## src/rtl/exsort_pkg.sv

```systemverilog
// exsort_pkg: shared constants and command types for the exchange sort unit
// no dependencies; imported by exsort_ctrl, exsort_dp, exsort_chk and the top level
`default_nettype none

package exsort_pkg;

    // record store depth and derived widths
    localparam int DEPTH = 8;
    localparam int IDX_W = (DEPTH > 1) ? $clog2(DEPTH) : 1;
    localparam int CNT_W = $clog2(DEPTH + 1);

    // record field widths
    localparam int KEY_W = 16;
    localparam int TAG_W = 3;

    // source of the data written into the record store
    typedef enum logic
    {
        WR_INPUT,
        WR_HELD
    } wr_src_t;

    // commands from the controller to the datapath
    typedef struct packed
    {
        logic             wr_en;
        logic [IDX_W-1:0] wr_addr;
        wr_src_t          wr_src;
        logic [IDX_W-1:0] rd_addr;
        logic             hold_ld;
        logic             out_ld;
    } exsort_cmd_t;

endpackage

`default_nettype wire

```

## src/rtl/exsort_dp.sv

```systemverilog
// exsort_dp: record store, held record register, compare and output registers
// depends on exsort_pkg
`default_nettype none

module exsort_dp
(
    input  wire logic                                clk,
    input  wire exsort_pkg::exsort_cmd_t             cmd,
    input  wire logic signed [exsort_pkg::KEY_W-1:0] sort_key,
    input  wire logic        [exsort_pkg::TAG_W-1:0] record_tag,
    output logic                                     rd_less,
    output logic signed      [exsort_pkg::KEY_W-1:0] out_key,
    output logic             [exsort_pkg::TAG_W-1:0] out_tag
);
    import exsort_pkg::*;

    // record store, one write and one registered read per cycle
    logic        [KEY_W-1:0] key_mem [DEPTH];
    logic        [TAG_W-1:0] tag_mem [DEPTH];

    logic signed [KEY_W-1:0] rd_key_reg;
    logic        [TAG_W-1:0] rd_tag_reg;
    logic signed [KEY_W-1:0] held_key_reg;
    logic        [TAG_W-1:0] held_tag_reg;
    logic signed [KEY_W-1:0] out_key_reg;
    logic        [TAG_W-1:0] out_tag_reg;

    logic        [KEY_W-1:0] wr_key;
    logic        [TAG_W-1:0] wr_tag;

    // write data select: incoming item or the held record
    always_comb
    begin
        case (cmd.wr_src)
            WR_INPUT:
            begin
                wr_key = sort_key;
                wr_tag = record_tag;
            end
            WR_HELD:
            begin
                wr_key = held_key_reg;
                wr_tag = held_tag_reg;
            end
            default:
            begin
                wr_key = sort_key;
                wr_tag = record_tag;
            end
        endcase
    end

    // store write and registered read
    always_ff @(posedge clk)
    begin
        if (cmd.wr_en)
        begin
            key_mem[cmd.wr_addr] <= wr_key;
            tag_mem[cmd.wr_addr] <= wr_tag;
        end
        rd_key_reg <= key_mem[cmd.rd_addr];
        rd_tag_reg <= tag_mem[cmd.rd_addr];
    end

    // held record at position i, swapped with smaller keys
    always_ff @(posedge clk)
    begin
        if (cmd.hold_ld)
        begin
            held_key_reg <= rd_key_reg;
            held_tag_reg <= rd_tag_reg;
        end
    end

    // output record register
    always_ff @(posedge clk)
    begin
        if (cmd.out_ld)
        begin
            out_key_reg <= rd_key_reg;
            out_tag_reg <= rd_tag_reg;
        end
    end

    // key j strictly below the held key
    assign rd_less = (rd_key_reg < held_key_reg);
    assign out_key = out_key_reg;
    assign out_tag = out_tag_reg;

endmodule

`default_nettype wire

```

## src/rtl/exsort_ctrl.sv

```systemverilog
// exsort_ctrl: load, sort and emit sequencer with fill count and index counters
// depends on exsort_pkg
`default_nettype none

module exsort_ctrl
(
    input  wire logic                    clk,
    input  wire logic                    rst_n,
    input  wire logic                    in_valid,
    input  wire logic                    last_item,
    input  wire logic                    out_ready,
    input  wire logic                    rd_less,
    output exsort_pkg::exsort_cmd_t      cmd,
    output logic                         in_ready,
    output logic                         out_valid,
    output logic                         out_last,
    output logic                         overflow
);
    import exsort_pkg::*;

    typedef enum logic [3:0]
    {
        S_LOAD,
        S_IRD,
        S_IHOLD,
        S_JRD,
        S_JCMP,
        S_IWB,
        S_ORD,
        S_OLD,
        S_OWAIT
    } state_t;

    state_t           state_reg;
    logic [CNT_W-1:0] fill_reg;
    logic             dropped_reg;
    logic [CNT_W-1:0] i_reg;
    logic [CNT_W-1:0] j_reg;
    logic [CNT_W-1:0] k_reg;
    logic             out_valid_reg;
    logic             out_last_reg;
    logic             overflow_reg;

    logic             in_acc;
    logic             room;
    logic [CNT_W-1:0] fill_next;
    logic [CNT_W-1:0] n_m1;
    logic [CNT_W-1:0] n_m2;

    // load bookkeeping
    assign in_acc    = in_valid && (state_reg == S_LOAD);
    assign room      = (fill_reg < CNT_W'(DEPTH));
    assign fill_next = room ? (fill_reg + CNT_W'(1)) : fill_reg;
    assign n_m1      = fill_reg - CNT_W'(1);
    assign n_m2      = fill_reg - CNT_W'(2);

    // datapath commands decoded from state
    always_comb
    begin
        cmd         = '0;
        cmd.wr_src  = WR_INPUT;
        cmd.wr_addr = fill_reg[IDX_W-1:0];
        cmd.rd_addr = i_reg[IDX_W-1:0];
        case (state_reg)
            S_LOAD:
            begin
                cmd.wr_en = in_acc && room;
            end
            S_IRD:
            begin
                cmd.rd_addr = i_reg[IDX_W-1:0];
            end
            S_IHOLD:
            begin
                cmd.hold_ld = 1'b1;
            end
            S_JRD:
            begin
                cmd.rd_addr = j_reg[IDX_W-1:0];
            end
            S_JCMP:
            begin
                cmd.wr_en   = rd_less;
                cmd.wr_addr = j_reg[IDX_W-1:0];
                cmd.wr_src  = WR_HELD;
                cmd.hold_ld = rd_less;
            end
            S_IWB:
            begin
                cmd.wr_en   = 1'b1;
                cmd.wr_addr = i_reg[IDX_W-1:0];
                cmd.wr_src  = WR_HELD;
            end
            S_ORD:
            begin
                cmd.rd_addr = k_reg[IDX_W-1:0];
            end
            S_OLD:
            begin
                cmd.out_ld = 1'b1;
            end
            default:
            begin
                cmd.wr_en = 1'b0;
            end
        endcase
    end

    // state, counters and registered outputs
    always_ff @(posedge clk or negedge rst_n)
    begin
        if (!rst_n)
        begin
            state_reg     <= S_LOAD;
            fill_reg      <= '0;
            dropped_reg   <= 1'b0;
            i_reg         <= '0;
            j_reg         <= '0;
            k_reg         <= '0;
            out_valid_reg <= 1'b0;
            out_last_reg  <= 1'b0;
            overflow_reg  <= 1'b0;
        end
        else
        begin
            case (state_reg)
                S_LOAD:
                begin
                    if (in_acc)
                    begin
                        fill_reg <= fill_next;
                        if (!room)
                        begin
                            dropped_reg <= 1'b1;
                        end
                        if (last_item)
                        begin
                            i_reg <= '0;
                            k_reg <= '0;
                            if (fill_next >= CNT_W'(2))
                            begin
                                state_reg <= S_IRD;
                            end
                            else
                            begin
                                state_reg <= S_ORD;
                            end
                        end
                    end
                end
                S_IRD:
                begin
                    state_reg <= S_IHOLD;
                end
                S_IHOLD:
                begin
                    j_reg     <= i_reg + CNT_W'(1);
                    state_reg <= S_JRD;
                end
                S_JRD:
                begin
                    state_reg <= S_JCMP;
                end
                S_JCMP:
                begin
                    if (j_reg == n_m1)
                    begin
                        state_reg <= S_IWB;
                    end
                    else
                    begin
                        j_reg     <= j_reg + CNT_W'(1);
                        state_reg <= S_JRD;
                    end
                end
                S_IWB:
                begin
                    if (i_reg == n_m2)
                    begin
                        k_reg     <= '0;
                        state_reg <= S_ORD;
                    end
                    else
                    begin
                        i_reg     <= i_reg + CNT_W'(1);
                        state_reg <= S_IRD;
                    end
                end
                S_ORD:
                begin
                    state_reg <= S_OLD;
                end
                S_OLD:
                begin
                    out_valid_reg <= 1'b1;
                    out_last_reg  <= (k_reg == n_m1);
                    overflow_reg  <= dropped_reg;
                    state_reg     <= S_OWAIT;
                end
                S_OWAIT:
                begin
                    if (out_ready)
                    begin
                        out_valid_reg <= 1'b0;
                        if (out_last_reg)
                        begin
                            fill_reg    <= '0;
                            dropped_reg <= 1'b0;
                            state_reg   <= S_LOAD;
                        end
                        else
                        begin
                            k_reg     <= k_reg + CNT_W'(1);
                            state_reg <= S_ORD;
                        end
                    end
                end
                default:
                begin
                    state_reg <= S_LOAD;
                end
            endcase
        end
    end

    assign in_ready  = (state_reg == S_LOAD);
    assign out_valid = out_valid_reg;
    assign out_last  = out_last_reg;
    assign overflow  = overflow_reg;

endmodule

`default_nettype wire

```

## src/rtl/exchange_sort_ascending_keys_unit.sv

```systemverilog
// load takes items while in_ready; after the last of a set of n records, each
// outer step i reads and holds record i, compares it with each record j > i,
// swapping on a smaller key, then writes it back; each record is then read and
// held until out_ready; one set at a time, paced by the single store read port
// reset: async active low clears the sequencer, fill count and drop flag;
// store contents stay undefined until written
// top level: joins exsort_ctrl and exsort_dp; depends on exsort_pkg
`default_nettype none

module exchange_sort_ascending_keys_unit
(
    input  wire logic                                clk,
    input  wire logic                                rst_n,
    input  wire logic                                in_valid,
    output logic                                     in_ready,
    input  wire logic signed [exsort_pkg::KEY_W-1:0] sort_key,
    input  wire logic        [exsort_pkg::TAG_W-1:0] record_tag,
    input  wire logic                                last_item,
    output logic                                     out_valid,
    input  wire logic                                out_ready,
    output logic signed      [exsort_pkg::KEY_W-1:0] out_key,
    output logic             [exsort_pkg::TAG_W-1:0] out_tag,
    output logic                                     out_last,
    output logic                                     overflow
);
    import exsort_pkg::*;

    exsort_cmd_t cmd;
    logic        rd_less;

    // sequencer
    exsort_ctrl u_ctrl
    (
        .clk       (clk),
        .rst_n     (rst_n),
        .in_valid  (in_valid),
        .last_item (last_item),
        .out_ready (out_ready),
        .rd_less   (rd_less),
        .cmd       (cmd),
        .in_ready  (in_ready),
        .out_valid (out_valid),
        .out_last  (out_last),
        .overflow  (overflow)
    );

    // record store and compare
    exsort_dp u_dp
    (
        .clk        (clk),
        .cmd        (cmd),
        .sort_key   (sort_key),
        .record_tag (record_tag),
        .rd_less    (rd_less),
        .out_key    (out_key),
        .out_tag    (out_tag)
    );

endmodule

`default_nettype wire

```

## config.mk

```make
export PLATFORM = sky130hd
export DESIGN_NAME = exchange_sort_ascending_keys_unit
export DESIGN_NICKNAME = d
export VERILOG_FILES = /design/src/rtl/exsort_pkg.sv /design/src/rtl/exsort_dp.sv /design/src/rtl/exsort_ctrl.sv /design/src/rtl/exchange_sort_ascending_keys_unit.sv
export SDC_FILE = /design/constraint.sdc
export NUM_CORES = 1
export LEC_CHECK = 0
export ABC_AREA = 1
export BUFFER_PORTS_ARGS = -buffer_cell sky130_fd_sc_hd__buf_4
export CAP_MARGIN = 20
export CORE_ASPECT_RATIO = 0.6
export CORE_MARGIN = 8
export CORE_UTILIZATION = 36
export CTS_CLUSTER_DIAMETER = 30
export DETAILED_ROUTE_END_ITERATION = 12
export SLEW_MARGIN = 15
export SYNTH_ARGS = -nofsm -noshare
export SYNTH_HDL_FRONTEND = slang
export SYNTH_SLANG_ARGS = --single-unit
```

## constraint.sdc

```tcl
create_clock -name clk -period 2.9 [get_ports clk]
set_clock_uncertainty 0.15 [all_clocks]
set_input_delay 0.58 -clock clk [delete_from_list [all_inputs] [get_ports clk]]
set_output_delay 0.58 -clock clk [all_outputs]
set_load 0.05 [all_outputs]
```

# Yosys cells after proc, flatten, opt, wreduce, memory -nomap -nowiden
# Memories as Yosys holds them, arrays and structs flattened. A register that Yosys moved wholly into a read port is not among the register bits.
# Index checks and enable logic that the tools add are counted.
[totals]
mem_count = 2
mem_bits_rw = 152
regBits = 62
in_bits = 24
[memory_table]
columns = ["memory", "depth", "width", "read_ports", "rd_ports_with_merged_regs", "write_ports", "line", "text"]
rows = [
  ["u_dp.key_mem", 8, 16, 1, 1, 1, "exsort_dp.sv:18", "logic [KEY_W-1:0] key_mem [DEPTH];"],
  ["u_dp.tag_mem", 8, 3, 1, 1, 1, "exsort_dp.sv:19", "logic [TAG_W-1:0] tag_mem [DEPTH];"],
]
[classes]
bitwise = 1
n_eq_ne = 20
n_mux = 39
addsub = 6
order_cmp = 3
n_reduce_logical = 15
[op_table]
columns = ["op", "count"]
rows = [
  ["$mux W4", 14],
  ["$pmux W4 S9", 1],
  ["$pmux W16 S2", 1],
  ["$pmux W4 S2", 4],
  ["$add A4 B1 Y4 const B", 4],
  ["$eq A4 B3 Y1 const B", 4],
  ["$lt A16 B16 Y1", 1],
  ["$eq A4 B4 Y1", 3],
  ["$mux W3", 4],
  ["$pmux W3 S2", 2],
  ["$pmux W4 S3", 1],
  ["$ne A2 B2 Y1 const B", 5],
  ["$eq A4 B2 Y1 const B", 2],
  ["$mux W1", 8],
  ["$ne A2 B1 Y1 const B", 4],
  ["$reduce_and A4 Y1", 2],
  ["$reduce_bool A2 Y1", 4],
  ["$pmux W1 S2", 3],
  ["$reduce_and A6 Y1", 1],
  ["$reduce_and A5 Y1", 1],
  ["$eq A4 B1 Y1 const B", 1],
  ["$eq A4 B4 Y1 const B", 1],
  ["$ge A4 B2 Y1 const B", 1],
  ["$logic_not A4 Y1", 1],
  ["9 further kinds", 11],
]

# Depth between registers and ports, before layout
# Gate-level depths: netlist of the first run.
[logic_depth]
depth_word = 7
depth_mapped = 16
ltp_nobuf = 14

# Cells and area by module
# From an unflattened synthesis of the first run, not the netlist that was laid out.
[unflattened]
hier_cells = 883
area_unflattened_um2 = 9932.0
[by_module_without_submodules]
columns = ["mod", "area_each_um2", "seq_area_each_um2", "n_inst", "cells_each"]
rows = [
  ["exsort_dp", 8082.8, 6085.8, 1, 612],
  ["exsort_ctrl", 1849.3, 600.6, 1, 271],
]

# Worst setup path after synthesis of the first run
# No wires, ideal clock.
[synth_timing]
path_kind = "register to register"
from = "register u_dp.held_key_reg[5]"
to = "memory u_dp.key_mem[1][0], enable pin"
path_slack_ps = -25
t_arrival_ps = 2374
setup_time_ps = 401
path_buffers = 0
path_stages_with_launch = 12
cell_sequence = "edfxtp_1 inv_1 ha_1 a21oi_1 nor2_1 nor3_1 nand2_1 nand2_1 nand2_1 nand2_1 nand3_1 a21oi_1"
[synth_via]
elab_chain_len = 4
[synth_lines]
columns = ["element", "line", "text"]
rows = [
  ["from (decl)", "exsort_dp.sv:23", "logic signed [KEY_W-1:0] held_key_reg;"],
  ["from (signal assigned)", "exsort_dp.sv:70", "held_key_reg <= rd_key_reg;"],
  ["$lt A16 B16 Y1", "exsort_dp.sv:86", "assign rd_less = (rd_key_reg < held_key_reg);"],
  ["$pmux W1 S3", "exsort_ctrl.sv:64", "case (state_reg)"],
  ["$mux W1", "exsort_dp.sv:56", "if (cmd.wr_en)"],
  ["$mux W1 (not written as such)", "exsort_dp.sv:58", "key_mem[cmd.wr_addr] <= wr_key;"],
  ["to (decl)", "exsort_dp.sv:18", ""],
]
# No other way between the ends.

# Worst setup path in the final report of the first run
[layout_timing]
from = "register u_ctrl.state_reg[3]"
to = "register u_dp.rd_key_reg[8], read port of u_dp.key_mem"
[layout_via]
elab_chain_len = 2
word_cells_on_any_way = 3
[layout_lines]
columns = ["element", "line", "text"]
rows = [
  ["from (decl)", "exsort_ctrl.sv:34", "state_t state_reg;"],
  ["from (signal assigned)", "exsort_ctrl.sv:114", "state_reg <= S_LOAD;"],
  ["from (signal assigned)", "exsort_ctrl.sv:142", "state_reg <= S_IRD;"],
  ["from (signal assigned)", "exsort_ctrl.sv:146", "state_reg <= S_ORD;"],
  ["$eq A4 B3 Y1 or $eq A4 B2 Y1 (tied branches)", "exsort_ctrl.sv:64", ""],
  ["$pmux W3 S2 (*)", "exsort_ctrl.sv:64", ""],
  ["to (decl)", "exsort_dp.sv:21", "logic signed [KEY_W-1:0] rd_key_reg;"],
]
# Every way passes the cells marked *; elsewhere a longest branch is shown, timed or not.
# A chain may end at the register's enable or synchronous reset.

==> flow_summary_export.csv, run 1 <==
group,metric,value,unit
hold_path,hold_class,"primary input to flop",
placement,dpl.hpwl,18430,microns
detailed_routing,num_vias,7226,
setup_path,cp_data_arrival_time,2.88,ns
global_routing,grt_overflow_total,0,
timing,rsz0062_at_grt,"no",
cells_and_area,largest_reg_flops,128,
global_routing,antenna_found_initial,1,
clock_network,insertion_delay,0.51,ns
logic_synthesis,post_synth_num_cell_types,35,
cells_and_area,num-fill-cells,2688,
cells_and_area,syn_to_final_growth,24.38,%
detailed_routing,drc_errors,0,
power,power,13.93,mW
power,leakagePower,5.688,nW
timing,period_needed,2.665,ns
cells_and_area,final_util,45.04,%
logic_synthesis,yosysWarnings,0,
logic_synthesis,synth_area,10310,sq um
cells_and_area,drive_gt1_share,17.15,%
power,ir_drop,0.4758,mV
timing,fmax,0.3752,GHz
logic_synthesis,synth-async-reset-ratio,10.30,%
logic_synthesis,ys_seq_elements,233,
floorplanning,dieArea,34480,sq um
floorplanning,num_rows,48,
setup_path,rrSetupSlack,0.23,ns
clock_network,cts_tree,"built",
setup_path,critPathMaxFanout,19,
cells_and_area,finalNonFillerCells,1553,
global_routing,track_usage,15.31,%
detailed_routing,antenna_left,0,
hold_path,hold_start,"out_ready",
setup_path,regToRegEndpoint,"u_dp.rd_key_reg[8]",
floorplanning,core,28470,sq um
timing,hold_violations,0,
placement,post-place-cells,1488,
timing,fin_crit_sh,91.90,%
detailed_routing,first_iter_violations,692,
setup_path,cp-end-kind,"flop",
logic_synthesis,syn_inst,1031,
cells_and_area,nNetsFinal,1199,
setup_path,start_kind,"flop",
logic_synthesis,synth_top_area_share,55.35,%
global_routing,grt_pass1_vias,6636,
clock_network,cts_buffer_depth,3,
logic_synthesis,seq_area_frac_synth,64.86,%
hold_path,hold_depth,4,
floorplanning,dieWidth,234.5,microns
clock_network,clk_pin_slew_worst_paths,0.06,ns
floorplanning,die_h,147.1,microns
run_status,outcome,"completed",
setup_path,path_class,"flop to flop",
hold_path,hold_path_end,"u_ctrl.out_valid",
setup_path,timing.rr.start,"u_ctrl.state_reg[3]",
cells_and_area,top_regs,"u_dp.key_mem x128, u_dp.tag_mem x24",
clock_network,htreeDepth,2,
clock_network,cts_buffers,34,
timing,tightest_slew,0.6401,ns
timing,final-max-slew-violation-count,0,
cells_and_area,n_antenna_cell,0,
logic_synthesis,synth-edff-count,190,
setup_path,required,3.11,ns
floorplanning,initial_core_util,36.21,%
cells_and_area,top_register,"u_dp.key_mem",
timing,slew_headroom,56.87,%
clock_network,cts-root-buf,"clkbuf_16",
logic_synthesis,yosysTopAreaCell,"edfxtp_1",
global_routing,grt_max_degree,59,
flow_run,cap_violations,0,
placement,routabilityCongestion,0.8471,
setup_path,reg2reg_depth,14,
logic_synthesis,synth_area_leaders,"edfxtp_1 (55%), nand2_1 (15%), dfrtp_1 (5.8%)",
global_routing,grt_pass1_wl,40390,microns
clock_network,clkSinkCount,233,
power,p_per_area,1086,nW/um^2
timing,setup_viol,0,
logic_synthesis,syn-num-nets,1078,
detailed_routing,post_drt_wl_per_cell,17.02,microns
detailed_routing,wl,26430,microns
placement,port_buffers,46,
floorplanning,ioPinCount,47,
detailed_routing,viasPerCell,4.653,
detailed_routing,firstDrtPassIters,5,
logic_synthesis,ys_dominant_reg_cell,"edfxtp_1",
logic_synthesis,avgSynthCellArea,9.999,sq um
setup_path,crit_start,"u_ctrl.state_reg[3]",
metrics by stage:
step	cell area [sq um]	hold slack [ns]	setup TNS, ns	setup slack [ns]
after floorplan	10310	0.1344	-3.842	-0.02530
after global placement	11530	0.2777	-12.27	-0.1794
after detailed placement	11570	0.2773	-6.618	-0.1810
after CTS	12770	0.2356	0	0.09814
after global routing	12820	0.2533	0	0.03950
final	12820	0.2487	0	0.2350
cell type report:
class	count	area, sq um	share of cell area, %
clock buffers	39	933.4	7.279
clock inverters	23	242.7	1.893
multi-input cells	625	2974	23.19
well taps	375	469.2	3.659
repair buffers	117	987.2	7.699
inverters	141	529.3	4.128
flip-flops and latches	233	6686	52.15
per-layer routing:
layer,up-vias,global-route usage (%),wire [microns]
li1,3587,-,-
met1,3355,27.06,14470
met2,251,17.09,9107
met3,33,3.621,2481
met4,0,3.490,371
met5,-,0,0
power by group:
group	internal, mW	switching [mW]	total [mW]	leakage (nW)
Clock	2.62	1.59	4.21	0.558
Sequential	4.52	0.283	4.80	2.20
Combinational	1.63	3.29	4.92	2.94
synth_stat cells, drive strengths merged, types with 6 or more instances:
cell type and n:
clkbuf 6, inv 140, buf 26, o22ai 11, ha 23, a21oi 25, xnor2 7, nand2 423
dfxtp 19, edfxtp 190, nor2 17, o21ai 35, xor2 13, dfrtp 24, nand3 54
what timing repair did:
| action | in CTS | in global routing |
|---|---|---|
| resized for setup | 3 | 1 |
| pin swaps | 0 | 2 |
| setup endpoints to repair | 48 | 51 |
| endpoints found under the hold margin | 24 | 0 |
| hold buffers | 1 | 0 |
| setup buffers | 0 | 2 |
logic make-up (layout without fill, tap and decap cells):
logic type                 after synthesis  after routing  synth area share, %
xor gates and xnor gates                20             20                1.699
muxes                                    1              1              0.09710
and+or+nand+nor                        505            505                19.52
buffers and inverters                  173            320                7.003
AOI/OAI and AO/OA                       76             76                4.030
adders and majority gates               23             23                2.792
DFF                                    233            233                64.86
how the worst max path moves through the flow:
stage,endpoint,slack [ns],depth (start not counted)
after floorplan,u_dp.key_mem[1][0],-0.03,11
after global placement,u_dp.key_mem[2][13],-0.18,12
after detailed placement,u_dp.key_mem[4][11],-0.18,12
after CTS,u_dp.key_mem[4][11],0.1,12
after global routing,u_dp.rd_key_reg[7],0.04,15
final,u_dp.rd_key_reg[8],0.23,14
cells in the final DEF, fill, tap and decap left out, types with 6 or more instances in the layout:
cell / count
inv_1: 134
edfxtp_1: 190
nand3_1: 53
o22ai_1: 11
ha_1: 23
a21oi_2: 6
dfrtp_1: 24
a21oi_1: 14
clkbuf_16: 37
xor2_1: 13
o21ai_0: 32
buf_4: 104
xnor2_1: 7
clkinvlp_4: 7
buf_12: 8
dfxtp_1: 19
nor2_1: 12
inv_2: 6
nand2_1: 420
critical path, cell delays in order (launching register included):
cell	delay, ns
dfrtp_1	0.40
buf_4	0.16
nor2_2	0.22
nand2_2	0.15
nand2_1	0.12
inv_2	0.07
nand2_1	0.07
nand2_2	0.10
inv_2	0.35
buf_4	0.31
nand2_1	0.09
nand3_1	0.08
nand2_1	0.05
nand2_1	0.05
nand2_1	0.14
Note: power is estimated with default switching activity, not from simulation.
==> run 2: changes to the inputs <==
Settings changed: CELL_PAD_IN_SITES_DETAIL_PLACEMENT set to 1, CELL_PAD_IN_SITES_GLOBAL_PLACEMENT set to 1, PLACE_DENSITY_LB_ADDON set to 0.1.
==> run 2 against run 1 <==
- power rose by 4.6%
- sequential share of layout area fell by 0.76 points
- core utilization increased by 0.67 points
- critical endpoint is now u_dp.key_mem[3][3]
- clock-buffer cell count rose by 8
- design area increased by 1.5%
- non-clock buffer count shrank 3
- flip-flop and latch count did not move
- clock power up 14%
- critical path depth did not move
- combinational power hardly changed
- first-iteration DRC count down 6.8%
- die area unchanged
==> flow_summary_export.csv, run 2 (synthesis results as in run 1) <==
group,metric,value,unit
cells_and_area,nNetsFinal,1205,
placement,routabilityCongestion,0.8132,
cells_and_area,largest_reg_flops,128,
detailed_routing,drc_errors,0,
setup_path,start_kind,"flop",
clock_network,cts_tree,"built",
clock_network,cts_buffers,43,
cells_and_area,syn_to_final_growth,26.23,%
cells_and_area,top_regs,"u_dp.key_mem x128, u_dp.tag_mem x24",
timing,slew_headroom,49.85,%
cells_and_area,final_common_cell,"nand2_1",
placement,dpl.hpwl,21140,microns
cells_and_area,n_antenna_cell,0,
power,leakagePower,5.797,nW
run_status,outcome,"completed",
placement,port_buffers,46,
timing,tightest_slew,0.7444,ns
power,p_per_area,1119,nW/um^2
global_routing,grt_pass1_wl,45240,microns
global_routing,grt_overflow_total,0,
clock_network,insertion_delay,0.52,ns
global_routing,track_usage,17.34,%
timing,period_needed,2.692,ns
floorplanning,num_rows,48,
power,ir_drop,0.4866,mV
detailed_routing,antenna_left,0,
timing,hold_violations,0,
clock_network,clkSinkCount,233,
timing,setup_viol,0,
timing,whs,0.2410,ns
hold_path,hold_class,"primary input to flop",
setup_path,required,2.97,ns
global_routing,grt_max_degree,58,
global_routing,antenna_found_initial,0,
detailed_routing,firstDrtPassIters,5,
timing,tns,0,ns
clock_network,clk_pin_slew_worst_paths,0.05,ns
cells_and_area,top_register,"u_dp.key_mem",
setup_path,critPathMaxFanout,19,
setup_path,cp_data_arrival_time,2.76,ns
timing,fin_crit_sh,92.82,%
flow_run,cap_violations,0,
floorplanning,die_h,147.1,microns
timing,final-max-slew-violation-count,0,
floorplanning,dieArea,34480,sq um
clock_network,cts-root-buf,"clkbuf_16",
detailed_routing,post_drt_wl_per_cell,19.02,microns
floorplanning,dieWidth,234.5,microns
floorplanning,core,28470,sq um
cells_and_area,final_util,45.71,%
detailed_routing,first_iter_violations,645,
detailed_routing,viasPerCell,4.675,
power,power,14.57,mW
clock_network,cts_buffer_depth,3,
setup_path,cp-end-kind,"flop",
floorplanning,initial_core_util,36.21,%
cells_and_area,drive_gt1_share,17.75,%
global_routing,grt_pass1_vias,7310,
detailed_routing,wl,29750,microns
detailed_routing,num_vias,7311,
timing,rsz0062_at_grt,"no",
cells_and_area,layout_common_cells,"nand2_1 (420), edfxtp_1 (190), inv_1 (134)",
setup_path,path_class,"flop to flop",
timing,fmax,0.3715,GHz
clock_network,htreeDepth,2,
floorplanning,ioPinCount,47,
cells_and_area,num-fill-cells,3156,
## run 2: changes by cell type in the layout (fill, tap and decap cells not counted), sizes merged
cell	before	now
clkinvlp	7	3
buf	116	113
inv	146	149
clkinv	8	16
clkbuf	39	47
bufinv	3	2
## run 2: cell type report
class                   count  area, sq um  area share (%)
inverters                 141        529.3           4.067
clock buffers              47         1134           8.712
multi-input cells         625         2974           22.86
repair buffers            114        965.9           7.423
well taps                 375        469.2           3.606
clock inverters            29        254.0           1.952
flip-flops and latches    233         6686           51.38
## run 2: report_power, final
part | total [mW] | leakage (nW) | internal, mW | switching (mW)
combinational | 4.93 | 2.92 | 1.58 | 3.35
clock | 4.79 | 0.681 | 3.03 | 1.76
sequential | 4.84 | 2.20 | 4.52 | 0.316
## run 2: critical path: stages, from the launching register on
cell,delay (ns)
edfxtp_1,0.36
inv_1,0.09
ha_1,0.25
a21oi_1,0.15
nor2_1,0.06
nor3_1,0.14
nand2_1,0.08
nand2_1,0.08
nand2_1,0.05
nand2_1,0.05
nand3_1,0.06
buf_4,0.20
buf_4,0.16
a21oi_2,0.28
buf_12,0.21
## run 2: timing repair
item	CTS	global route
pin swaps	0	2
hold buffers	1	0
buffers inserted	0	2
endpoints found under the hold margin	24	0
setup endpoints to repair	38	50
gates resized for setup	2	1
## run 2: final timing paths
kind | from | end | slack (ns) | cells past startpoint
max in group asynchronous | rst_n | u_ctrl.out_valid | 1.95 | 2
max | u_dp.held_key_reg[5] | u_dp.key_mem[3][3] | 0.21 | 14
max reg2reg | u_dp.held_key_reg[5] | u_dp.key_mem[3][3] | 0.21 | 14
min reg2reg | u_dp.rd_tag_reg[0] | u_dp.out_tag[0] | 0.28 | 0
min | out_ready | u_ctrl.out_valid | 0.24 | 4
min in group asynchronous | rst_n | u_ctrl.fill_reg[2] | 0.38 | 2
## run 2: stage by stage
step | setup slack [ns] | std cells | area, sq um
6_report | 0.2083 | 1564 | 13010
3_5_place_dp | -0.1661 | 1485 | 11550
4_1_cts | 0.1453 | 1562 | 12960
2_1_floorplan | -0.02530 | 1031 | 10310
5_1_grt | 0.004362 | 1564 | 13010
3_3_place_gp | -0.1784 | 1484 | 11530
## run 2: per-layer routing
layer | vias to the layer above | GRT usage (%) | share of wire, %
met3 | 35 | 3.910 | 6.9
met2 | 179 | 19.37 | 33
met1 | 3502 | 30.82 | 59
met4 | 0 | 3.802 | 1.3
li1 | 3595 | - | -
met5 | - | 0 | 0
==> run 3: changes to the inputs <==
Clock period 2.9 ns to 3.3 ns, I/O delays scaled along.
==> run 3 against run 2 <==
- clock-buffer cell count up 8
- wire length barely moved
- flip-flop and latch count unchanged
- power shrank 8.5%
- non-clock buffer count shrank 26
- setup slack better by 0.40 ns
- combinational power fell by 19%
- register-to-register slack improved by 0.40 ns
- global-route usage grew 0.14 points
- core utilization about the same
- critical path depth fell by 7
==> flow_summary_export.csv, run 3 (synthesis results as in run 1) <==
group,metric,value,unit
cells_and_area,largest_reg_flops,128,
floorplanning,dieWidth,234.5,microns
setup_path,crit_chain,"nor2_1 -> nand2_1 -> inv_1 -> nand3_1 -> buf_4 -> a21oi_2 -> buf_4",
detailed_routing,drc_errors,0,
global_routing,grt_overflow_total,0,
placement,place_area,11340,sq um
setup_path,cp-end-kind,"flop",
timing,period_needed,2.694,ns
cells_and_area,drive_gt1_share,15.70,%
detailed_routing,viasPerCell,4.719,
timing,slew_headroom,58.98,%
timing,whs,0.3002,ns
cells_and_area,final_common_cell,"nand2_1",
clock_network,cts_buffers,46,
floorplanning,die_h,147.1,microns
timing,fmax,0.3712,GHz
cells_and_area,n_antenna_cell,0,
floorplanning,ioPinCount,47,
setup_path,required,3.35,ns
detailed_routing,met2_length,10760,microns
timing,setup_viol,0,
timing,tns,0,ns
detailed_routing,num_vias,7301,
detailed_routing,first_iter_violations,556,
floorplanning,num_rows,48,
detailed_routing,antenna_left,0,
setup_path,reg2reg_depth,7,
cells_and_area,nNetsFinal,1182,
setup_path,cp_data_arrival_time,2.74,ns
floorplanning,initial_core_util,36.21,%
floorplanning,core,28470,sq um
setup_path,crit_path_max_incr_delay,0.41,ns
global_routing,grt_pass1_wl,45530,microns
detailed_routing,firstDrtPassIters,5,
placement,dpl.hpwl,19660,microns
power,p_comb_share,29.9,%
timing,fin_crit_sh,81.63,%
detailed_routing,post_drt_wl_per_cell,19.22,microns
detailed_routing,wl,29730,microns
power,p_sw,4.667,mW
clock_network,post_cts_buffers,0,
clock_network,cts-root-buf,"clkbuf_16",
setup_path,critPathMaxFanout,19,
timing,setup_slack,0.6063,ns
clock_network,insertion_delay,0.54,ns
hold_path,hold_class,"flop to flop",
hold_path,hold_depth,0,
setup_path,start_kind,"flop",
clock_network,clkSinkCount,233,
cells_and_area,layout_common_cells,"nand2_1 (420), edfxtp_1 (190), inv_1 (134)",
run_status,outcome,"completed",
clock_network,clk_pin_slew_worst_paths,0.05,ns
flow_run,cap_violations,0,
placement,routabilityCongestion,0.8145,
power,seqPwrFrac,32.3,%
power,leakagePower,5.789,nW
setup_path,crit_buf_inv,3,
setup_path,timing.rr.start,"u_ctrl.state_reg[1]",
cells_and_area,top_regs,"u_dp.key_mem x128, u_dp.tag_mem x24",
timing,tightest_slew,0.6088,ns
global_routing,track_usage,17.49,%
power,intPower,8.664,mW
timing,final-max-slew-violation-count,0,
hold_path,hold_start,"u_dp.rd_tag_reg[2]",
placement,port_buffers,46,
clock_network,postCtsResizedCells,0,
clock_network,cts_tree,"built",
power,p_per_area,1024,nW/um^2
setup_path,slowest_stage,"dfrtp_1",
cells_and_area,finalInstanceArea,13020,sq um
detailed_routing,dr.max_layer_used,"met4",
placement,dp_slack,0.6820,ns
global_routing,grt_pass1_vias,7401,
power,ir_drop,0.4614,mV
setup_path,crit_start,"u_ctrl.state_reg[1]",
timing,hold_violations,0,
power,p_clk_share,37.8,%
setup_path,regToRegEndpoint,"u_dp.key_mem[0][9]",
clock_network,htreeDepth,2,
detailed_routing,wl_met1,16590,microns
cells_and_area,syn_to_final_growth,26.34,%
global_routing,antenna_found_initial,2,
setup_path,path_common_cell,"buf_4",
setup_path,crit_family,"buffers and inverters",
cells_and_area,top_register,"u_dp.key_mem",
detailed_routing,dr_wl_met3,1885,microns
setup_path,rrSetupSlack,0.61,ns
setup_path,path_class,"flop to flop",
timing,rsz0062_at_grt,"no",
power,swShare,35.01,%
floorplanning,dieArea,34480,sq um
global_routing,grt_max_degree,77,
hold_path,hold_path_end,"u_dp.out_tag[2]",
clock_network,cts_buffer_depth,3,
## run 3: changes by cell type in the layout (fill, tap and decap cells not counted), moves of 6 or more
cell	delta
clkbuf_1	+6
buf_4	-22
bufinv_16	+10
inv_6	-6
## run 3: stage by stage
stage | std cells | utilization [%] | power [mW]
after CTS | 1547 | 45.75 | 13.47
after global routing | 1547 | 45.75 | 14.11
after global placement | 1461 | 39.85 | 8.272
after floorplan | 1031 | - | 6.823
after detailed placement | 1461 | 39.85 | 8.326
final | 1547 | 45.75 | 13.33
## run 3: worst max path at each step
stage                          end  slack, ns  depth (start not counted)
2_1_floorplan   u_dp.key_mem[1][0]       0.37                         11
3_3_place_gp   u_dp.key_mem[0][12]       0.74                         12
3_5_place_dp   u_dp.key_mem[0][13]       0.68                          7
5_1_grt         u_dp.tag_mem[0][0]       0.49                          7
6_report        u_dp.key_mem[0][9]       0.61                          7
4_1_cts         u_dp.tag_mem[0][0]       0.64                          7
## run 3: cell type report
| class | count | area (sq um) |
|---|---|---|
| Sequential cell | 233 | 6686 |
| Clock inverter | 30 | 474.2 |
| Clock buffer | 55 | 1195 |
| Timing Repair Buffer | 88 | 725.7 |
| Multi-Input combinational cell | 625 | 2944 |
| Fill cell | 3132 | 15440 |
| Inverter | 141 | 529.3 |
| Tap cell | 375 | 469.2 |
## run 3: power by group through the flow
stage / Combinational (mW) / Clock [mW] / Sequential [mW]
2_1_floorplan: 2.49 / 0 / 4.33
3_3_place_gp: 3.94 / 0 / 4.33
3_5_place_dp: 3.97 / 0 / 4.35
4_1_cts: 4.01 / 5.15 / 4.30
5_1_grt: 4.48 / 5.28 / 4.36
6_report: 3.98 / 5.04 / 4.31
## run 3: metal layers
layer,vias up,global-route usage [%]
met5,-,0
met4,0,4.332
met3,45,3.891
met2,162,21.78
met1,3541,29.03
li1,3553,-
## run 3: timing repair
action,in CTS,in global routing
hold buffers,1,0
hold endpoints to repair,24,0
setup endpoints to repair,0,0
